<file path="config.mk">
export PLATFORM = sky130hd
export DESIGN_NAME = framed_command_receiver_queue
export DESIGN_NICKNAME = d
export VERILOG_FILES = /design/src/rtl/fcrq_pkg.sv /design/src/rtl/fcrq_ram.sv /design/src/rtl/framed_command_receiver_queue.sv
export SDC_FILE = /design/constraint.sdc
export NUM_CORES = 1
export LEC_CHECK = 0
export BUFFER_PORTS_ARGS = -buffer_cell sky130_fd_sc_hd__buf_2
export CAP_MARGIN = 15
export CORE_MARGIN = 2
export CORE_UTILIZATION = 55
export CTS_BUF_LIST = sky130_fd_sc_hd__clkbuf_8
export CTS_CLUSTER_DIAMETER = 120
export DETAILED_ROUTE_END_ITERATION = 7
export PLACE_DENSITY = 0.71
export SLEW_MARGIN = 10
export SYNTH_ARGS = -nofsm -noshare
export SYNTH_HDL_FRONTEND = slang
export SYNTH_SLANG_ARGS = --single-unit
</file>
<file path="constraint.sdc">
create_clock -name clk -period 5.3 [get_ports clk]
set_input_delay 0.265 -clock clk [delete_from_list [all_inputs] [get_ports clk]]
set_output_delay 0.265 -clock clk [all_outputs]
set_load 0.05 [all_outputs]
</file>
<file path="src/rtl/fcrq_pkg.sv">
// ----------------------------------------------------------------------------
// fcrq_pkg
// Codes shared by the framed command receiver queue: operations, result
// events, queue status, frame header size and reset start byte.
// ----------------------------------------------------------------------------
package fcrq_pkg;

  typedef logic [1:0] op_t;
  typedef logic [2:0] event_t;
  typedef logic [1:0] qstate_t;

  localparam op_t OP_RX   = 2'd0;
  localparam op_t OP_READ = 2'd1;
  localparam op_t OP_DROP = 2'd2;
  localparam op_t OP_NONE = 2'd3;

  localparam event_t EV_TAKEN        = 3'd0;
  localparam event_t EV_QUEUED       = 3'd1;
  localparam event_t EV_FULL         = 3'd2;
  localparam event_t EV_OVERSIZE     = 3'd3;
  localparam event_t EV_HEAD_BYTE    = 3'd4;
  localparam event_t EV_HEAD_DROPPED = 3'd5;
  localparam event_t EV_EMPTY        = 3'd6;

  localparam qstate_t QS_EMPTY = 2'd0;
  localparam qstate_t QS_DATA  = 2'd1;
  localparam qstate_t QS_FULL  = 2'd2;

  localparam int HEADER_BYTES = 2;
  localparam logic [7:0] START_BYTE_RESET = 8'd170;

endpackage

</file>
<file path="src/rtl/fcrq_ram.sv">
// ----------------------------------------------------------------------------
// fcrq_ram
// Simple dual-port RAM: one write port, one read port with registered data.
// ----------------------------------------------------------------------------
module fcrq_ram #(
  parameter int WIDTH = 8,
  parameter int DEPTH = 144
) (
  input  logic                     clk,
  input  logic                     wr_en,
  input  logic [$clog2(DEPTH)-1:0] wr_addr,
  input  logic [WIDTH-1:0]         wr_data,
  input  logic                     rd_en,
  input  logic [$clog2(DEPTH)-1:0] rd_addr,
  output logic [WIDTH-1:0]         rd_data
);

  logic [WIDTH-1:0] mem [DEPTH];

  always_ff @(posedge clk) begin
    if (wr_en) begin
      mem[wr_addr] <= wr_data;
    end
    if (rd_en) begin
      rd_data <= mem[rd_addr];
    end
  end

endmodule

</file>
<file path="src/rtl/framed_command_receiver_queue.sv">
// ----------------------------------------------------------------------------
// framed_command_receiver_queue
// Hunts a byte stream for the start byte, collects command, length and
// parameter bytes straight into the free tail slot of a frame RAM, and commits
// the slot on frame completion if not full. Reads stream the head frame.
// Receive, drop and empty requests: one result, in the output register the
// cycle after acceptance; one such request per cycle while the output is free.
// Read request: the RAM read is registered, then the head frame streams one
// byte per cycle while the output is free, with last on its final byte.
// Reset clears control state and sets the start byte to 170; RAM is not
// cleared.
// ----------------------------------------------------------------------------
module framed_command_receiver_queue #(
  parameter int QUEUE_DEPTH     = 8,
  parameter int MAX_PARAM_BYTES = 16
) (
  input  logic                clk,
  input  logic                rst,
  input  logic                cfg_valid,
  output logic                cfg_ready,
  input  logic [7:0]          cfg_data,
  input  logic                in_valid,
  output logic                in_ready,
  input  fcrq_pkg::op_t       op,
  input  logic [7:0]          data_byte,
  output logic                out_valid,
  input  logic                out_ready,
  output fcrq_pkg::event_t    event_res,
  output logic [7:0]          out_byte,
  output logic                last,
  output fcrq_pkg::qstate_t   queue_state,
  output logic [2:0]          entries
);

  import fcrq_pkg::*;

  localparam int FRAME_BYTES = MAX_PARAM_BYTES + HEADER_BYTES;
  localparam int MEM_DEPTH   = QUEUE_DEPTH * FRAME_BYTES;
  localparam int AW          = $clog2(MEM_DEPTH);
  localparam int SW          = $clog2(QUEUE_DEPTH);
  localparam int CW          = $clog2(FRAME_BYTES);

  localparam logic [1:0] S_IDLE    = 2'd0;
  localparam logic [1:0] S_RD_WAIT = 2'd1;

  function automatic logic [SW-1:0] slot_inc(input logic [SW-1:0] s);
    slot_inc = (s == SW'(QUEUE_DEPTH - 1)) ? '0 : s + 1'b1;
  endfunction

  logic [1:0]    state, state_next;
  logic [7:0]    start_byte;
  logic          receiving, receiving_next;
  logic [CW-1:0] rx_count, rx_count_next;
  logic [7:0]    rx_len, rx_len_next;
  logic [SW-1:0] head, head_next;
  logic [SW-1:0] tail, tail_next;
  logic [CW-1:0] rd_idx, rd_idx_next;
  logic [7:0]    rd_len, rd_len_next;

  logic          in_fire, out_free, out_load;
  logic          q_empty, q_full;
  event_t        rx_ev;
  logic [7:0]    len_sel;
  logic [8:0]    cnt_inc;
  logic          wr_en, rd_en;
  logic [AW-1:0] wr_addr, rd_addr;
  logic [CW-1:0] rd_idx_sel;
  logic [7:0]    rd_data;
  logic [7:0]    rd_len_sel;
  logic          rd_last;
  logic          nx_empty, nx_full;
  logic [8:0]    ent_sum;

  event_t        ev_next;
  logic [7:0]    byte_next;
  logic          last_next;

  assign cfg_ready = 1'b1;
  assign out_free  = !out_valid || out_ready;
  assign in_ready  = (state == S_IDLE) && out_free;
  assign in_fire   = in_valid && in_ready;

  assign q_empty = (head == tail);
  assign q_full  = (head == slot_inc(tail));

  // receive path
  always_comb begin
    rx_ev          = EV_TAKEN;
    receiving_next = receiving;
    rx_count_next  = rx_count;
    rx_len_next    = rx_len;
    tail_next      = tail;
    wr_en          = 1'b0;
    len_sel        = (rx_count == CW'(1)) ? data_byte : rx_len;
    cnt_inc        = 9'(rx_count) + 9'd1;
    if (in_fire && op == OP_RX) begin
      if (!receiving) begin
        if (data_byte == start_byte) begin
          receiving_next = 1'b1;
          rx_count_next  = '0;
        end
      end else begin
        wr_en = 1'b1;
        if (rx_count == CW'(1)) begin
          rx_len_next = data_byte;
        end
        if (rx_count == '0) begin
          rx_count_next = rx_count + 1'b1;
        end else if (rx_count == CW'(1) && {1'b0, data_byte} > 9'(MAX_PARAM_BYTES)) begin
          receiving_next = 1'b0;
          rx_count_next  = '0;
          rx_ev          = EV_OVERSIZE;
        end else if (cnt_inc == {1'b0, len_sel} + 9'(HEADER_BYTES)) begin
          receiving_next = 1'b0;
          rx_count_next  = '0;
          if (q_full) begin
            rx_ev = EV_FULL;
          end else begin
            tail_next = slot_inc(tail);
            rx_ev     = EV_QUEUED;
          end
        end else begin
          rx_count_next = rx_count + 1'b1;
        end
      end
    end
  end

  assign wr_addr = AW'(tail) * AW'(FRAME_BYTES) + AW'(rx_count);

  // head read path
  assign rd_len_sel = ({1'b0, rd_data} > 9'(MAX_PARAM_BYTES)) ? 8'(MAX_PARAM_BYTES) : rd_data;

  always_comb begin
    if (rd_idx == '0) begin
      rd_last = 1'b0;
    end else if (rd_idx == CW'(1)) begin
      rd_last = (rd_len_sel == 8'd0);
    end else begin
      rd_last = (9'(rd_idx) == 9'(rd_len) + 9'd1);
    end
  end

  assign rd_idx_sel = (state == S_IDLE) ? '0 : rd_idx + 1'b1;
  assign rd_addr    = AW'(head) * AW'(FRAME_BYTES) + AW'(rd_idx_sel);

  always_comb begin
    state_next  = state;
    head_next   = head;
    rd_idx_next = rd_idx;
    rd_len_next = rd_len;
    rd_en       = 1'b0;
    out_load    = 1'b0;
    ev_next     = rx_ev;
    byte_next   = 8'd0;
    last_next   = 1'b1;
    case (state)
      S_IDLE: begin
        if (in_fire) begin
          case (op)
            OP_RX: begin
              out_load = 1'b1;
            end
            OP_READ: begin
              if (q_empty) begin
                out_load = 1'b1;
                ev_next  = EV_EMPTY;
              end else begin
                rd_en       = 1'b1;
                rd_idx_next = '0;
                state_next  = S_RD_WAIT;
              end
            end
            OP_DROP: begin
              out_load = 1'b1;
              if (q_empty) begin
                ev_next = EV_EMPTY;
              end else begin
                head_next = slot_inc(head);
                ev_next   = EV_HEAD_DROPPED;
              end
            end
            default: begin
              out_load = 1'b0;
            end
          endcase
        end
      end
      S_RD_WAIT: begin
        if (out_free) begin
          out_load  = 1'b1;
          ev_next   = EV_HEAD_BYTE;
          byte_next = rd_data;
          last_next = rd_last;
          if (rd_idx == CW'(1)) begin
            rd_len_next = rd_len_sel;
          end
          if (rd_last) begin
            state_next = S_IDLE;
          end else begin
            rd_en       = 1'b1;
            rd_idx_next = rd_idx + 1'b1;
          end
        end
      end
      default: begin
        state_next = S_IDLE;
      end
    endcase
  end

  // queue status after the request
  assign nx_empty = (head_next == tail_next);
  assign nx_full  = (head_next == slot_inc(tail_next));
  assign ent_sum  = 9'(tail_next) - 9'(head_next) +
                    ((tail_next < head_next) ? 9'(QUEUE_DEPTH) : 9'd0);

  fcrq_ram #(
    .WIDTH (8),
    .DEPTH (MEM_DEPTH)
  ) u_frame_ram (
    .clk     (clk),
    .wr_en   (wr_en),
    .wr_addr (wr_addr),
    .wr_data (data_byte),
    .rd_en   (rd_en),
    .rd_addr (rd_addr),
    .rd_data (rd_data)
  );

  always_ff @(posedge clk) begin
    if (rst) begin
      state      <= S_IDLE;
      start_byte <= START_BYTE_RESET;
      receiving  <= 1'b0;
      rx_count   <= '0;
      head       <= '0;
      tail       <= '0;
      rd_idx     <= '0;
      out_valid  <= 1'b0;
    end else begin
      state     <= state_next;
      receiving <= receiving_next;
      rx_count  <= rx_count_next;
      head      <= head_next;
      tail      <= tail_next;
      rd_idx    <= rd_idx_next;
      if (cfg_valid && cfg_ready) begin
        start_byte <= cfg_data;
      end
      if (out_load) begin
        out_valid <= 1'b1;
      end else if (out_ready) begin
        out_valid <= 1'b0;
      end
    end
  end

  always_ff @(posedge clk) begin
    rx_len <= rx_len_next;
    rd_len <= rd_len_next;
    if (out_load) begin
      event_res   <= ev_next;
      out_byte    <= byte_next;
      last        <= last_next;
      queue_state <= nx_empty ? QS_EMPTY : (nx_full ? QS_FULL : QS_DATA);
      entries     <= ent_sum[2:0];
    end
  end

  assert property (@(posedge clk) disable iff (rst)
    (state == S_RD_WAIT) |-> (head != tail))
    else $error("head read on empty queue");

  assert property (@(posedge clk) disable iff (rst)
    !receiving |-> (rx_count == '0))
    else $error("byte count held while hunting");

  assert property (@(posedge clk) disable iff (rst)
    (state == S_RD_WAIT && out_free && rd_last) |=> (state == S_IDLE))
    else $error("head read did not end on last byte");

  assert property (@(posedge clk) disable iff (rst)
    (out_valid && !out_ready) |-> !out_load)
    else $error("result overwritten before taken");

endmodule
</file>
==> results.py <==
metrics = {
    "route": {
        "ant_nets": 0,
        "drc_errors": 0,
        "drtIter0Drc": 3229,
        "dr.pass1.iters": 6,
        "finalWirelength_um": 117200,
        "avgRoutedWirePerCell_um": 27.38,
        "route.vias.total": 27153,
        "routed_via_density": 6.343,
    },
    "power": {
        "pwr-share-seq": 0.585,
        "switchingPower_mw": 3.780,
        "p_comb_frac": 0.015,
        "intPower_mw": 14.32,
        "p_per_area_nw_per_um2": 332.7,
        "netSwitchingFraction": 0.2089,
        "peakVddDrop_v": 0.0002690,
        "leakagePower_nw": 17.22,
        "power.share.clock": 0.399,
    },
    "placement": {
        "gp_routability_congestion": 0.9481,
        "hpwl_um": 72120,
        "portBuffers": 41,
    },
    "final_layout": {
        "syn_to_final_growth_pct": 11.11,
        "drive_above_1_share": 0.1875,
        "multi_input_area_um2": 11850,
        "num-fill-cells": 6131,
        "layout.nets": 3026,
        "regArea_um2": 36360,
    },
    "synth": {
        "netlist_instances": 2807,
        "synthesis.area_um2": 48960,
        "yosys_warnings": 0,
        "synth_seq_cells": 1220,
        "synth-edff-count": 1193,
        "ys.flop_type": "edfxtp_1",
        "ys_seq_area_frac": 0.7428,
        "async_flop_share": 0,
        "syn_area_per_cell_um2": 17.44,
        "synthDistinctLibCells": 68,
    },
    "critical_path": {
        "start_kind": "register",
        "cp.arrival_ns": 5.61,
        "rrSetupSlack_ns": 0.41,
        "path_class": "reg -> reg",
        "endpoint_kind": "register",
        "critPathRequiredTime_ns": 6.02,
        "cp_max_fo": 17,
    },
    "grt": {
        "grt_max_degree": 99,
        "grt_overflow": 0,
        "grt_pass1_vias": 26993,
        "grt.total_usage": 0.2608,
        "antenna_found_initial": 1,
        "grt_pass1_wl_um": 173300,
    },
    "timing": {
        "fin_tns_setup_ns": 0,
        "fin_crit_sh": 0.9220,
        "slew_headroom": 0.2077,
        "tightest_slew_ns": 1.186,
        "fin_crit_ns": 4.886,
        "fmax_mhz": 204.6,
        "fin_skew_ns": 0.04795,
        "setup_viol": 0,
        "whs_ns": 0.06491,
        "maxSlewViolCount": 0,
        "rsz0062_at_grt": "false",
        "final_hold_viol_count": 0,
    },
    "clocking": {
        "path_clk_slew_ns": 0.06,
        "htreeDepth": 4,
        "clock-sinks": 1220,
        "clock_path_buffers": 3,
        "postCtsSetupBuffers": 0,
        "numCtsBuffers": 185,
        "cts_resized": 0,
        "holdBufCountCts": 34,
        "cts-root-buf": "clkbuf_8",
        "clk_latency_ns": 0.86,
        "cts_tree": "built",
    },
    "floorplanning": {
        "die_area_um2": 91420,
        "dieWidth_um": 302.4,
        "ios": 43,
        "core_um2": 88240,
        "start_util": 0.5549,
        "die_h_um": 302.4,
        "placementRows": 109,
    },
    "flow_run": {
        "maxCapViolations": 0,
    },
    "outcome": {
        "outcome": "completed",
    },
    "worst_hold_path": {
        "hold_path.class": "in -> reg",
    },
}
placed cells by master (no fill, tap or decap), types with 12 or more instances in the layout:
master,Yosys,final
o21ai_0,39,39
nand3_1,64,64
clkinv_1,0,50
a32o_1,15,15
nand2_1,306,306
a32oi_1,39,39
ha_1,28,27
mux2_2,13,13
a21oi_1,38,37
a211oi_1,19,19
mux2i_1,71,71
buf_2,25,33
inv_1,24,73
o311ai_0,16,16
a22oi_1,25,25
clkinv_2,0,23
dfxtp_1,27,27
and3_1,26,26
a311oi_1,17,17
xnor2_1,24,21
nor2b_1,15,14
nor3_1,13,12
buf_4,12,71
xor2_1,19,18
mux4_2,201,201
and2_1,36,36
a31oi_1,50,50
clkbuf_8,0,190
dlygate4sd3_1,0,34
o211ai_1,18,18
edfxtp_1,1193,1193
nor2_1,185,181
registers in the layout (all words and copies together), names as in the netlist, 3 cells and up:
register	count
start_byte	8
rd_len	8
u_frame_ram.rd_data	8
entries	3
event_res	3
tail	3
out_byte	8
head	3
rx_len	8
rx_count	5
rd_idx	5
u_frame_ram.mem	1152
power by group through the flow:
stage	registers [mW]	clock network (mW)	logic, mW
after CTS	10.6	7.33	0.277
after floorplan	10.8	0	0.0301
after detailed placement	10.8	0	0.256
after global placement	10.8	0	0.241
after global routing	10.6	7.74	0.295
final	10.6	7.23	0.276
logic make-up after synthesis:
family | count (synthesis) | synth area share
AO/OA/AOI/OAI | 339 | 0.05088
XOR/XNOR | 43 | 0.007692
adder cells (fa/ha/maj) | 31 | 0.008382
buffers and inverters | 194 | 0.01720
flip-flops | 1220 | 0.7428
multiplexers | 287 | 0.1107
other | 2 | 0.0001534
AND/OR/NAND/NOR | 691 | 0.06220
routing by layer:
metal | routed length, um | track usage | vias up
met5 | 0 | 0 | -
met4 | 4425 | 0.1021 | 0
met3 | 11110 | 0.05969 | 274
met2 | 55310 | 0.4050 | 1499
met1 | 46380 | 0.3635 | 13854
li1 | - | - | 11526
cells in the mapped netlist (all sizes together), types with 11 or more instances:
master / count / area [um^2]
a211oi: 19 / 142.6
a21oi: 38 / 190.2
a22oi: 25 / 187.7
a311oi: 17 / 148.9
a31oi: 50 / 312.8
a32o: 15 / 150.1
a32oi: 39 / 341.6
and2: 40 / 250.2
and3: 26 / 162.7
buf: 56 / 324.1
clkbuf: 114 / 427.9
dfxtp: 27 / 540.5
edfxtp: 1193 / 35820
ha: 28 / 350.3
inv: 24 / 90.09
mux2: 14 / 161.4
mux2i: 72 / 733.2
mux4: 201 / 4527
nand2: 306 / 1149
nand2b: 11 / 68.82
nand3: 64 / 320.3
nor2: 185 / 694.4
nor2b: 15 / 93.84
nor3: 13 / 65.06
o211ai: 18 / 135.1
o21ai: 39 / 195.2
o311ai: 16 / 140.1
xnor2: 24 / 210.2
xor2: 19 / 166.4
critical path, cell delays in order, from the launching register on:
cell	delay, ns
dfxtp_1	0.54
inv_1	0.09
ha_1	0.30
and2_1	0.19
ha_4	0.17
fa_1	0.51
xor2_4	0.32
nor2_2	0.66
buf_4	0.37
a22oi_1	0.12
nand3_1	0.09
nand3_1	0.13
o311ai_0	0.57
o21ai_0	0.34
a21oi_1	0.20
a221o_1	0.13
per-stage QoR:
step / instances / setup WS, ns / utilization / instance area, um^2 / total power [mW]
6_report: 4281 / 0.4135 / 0.6165 / 54400 / 18.10
5_1_grt: 4281 / 0.1107 / 0.6165 / 54400 / 18.63
4_1_cts: 4280 / 0.4390 / 0.6165 / 54390 / 18.21
3_5_place_dp: 3916 / 0.4750 / 0.5737 / 50620 / 11.05
3_3_place_gp: 3916 / 0.6205 / 0.5737 / 50620 / 11.04
2_1_floorplan: 2809 / 0.6829 / - / 48970 / 10.85
layout make-up:
| cell class | instances | area share |
|---|---|---|
| Multi-Input combinational cell | 1395 | 0.2179 |
| Sequential cell | 1220 | 0.6685 |
| Clock inverter | 140 | 0.01500 |
| Timing Repair Buffer | 146 | 0.02204 |
| Inverter | 24 | 0.001656 |
| Antenna cell | 1 | 0.00004600 |
| Tap cell | 1165 | 0.02680 |
| Clock buffer | 190 | 0.04807 |
final timing paths:
check / from / depth (start not counted) / endpoint
setup / recovery: rd_idx[0] / 15 / u_frame_ram.rd_data[2]
hold / removal: op[0] / 5 / event_res[0]
setup reg to reg: rd_idx[0] / 15 / u_frame_ram.rd_data[2]
hold reg to reg: receiving / 2 / receiving
Power figures use the tool's default switching activity.
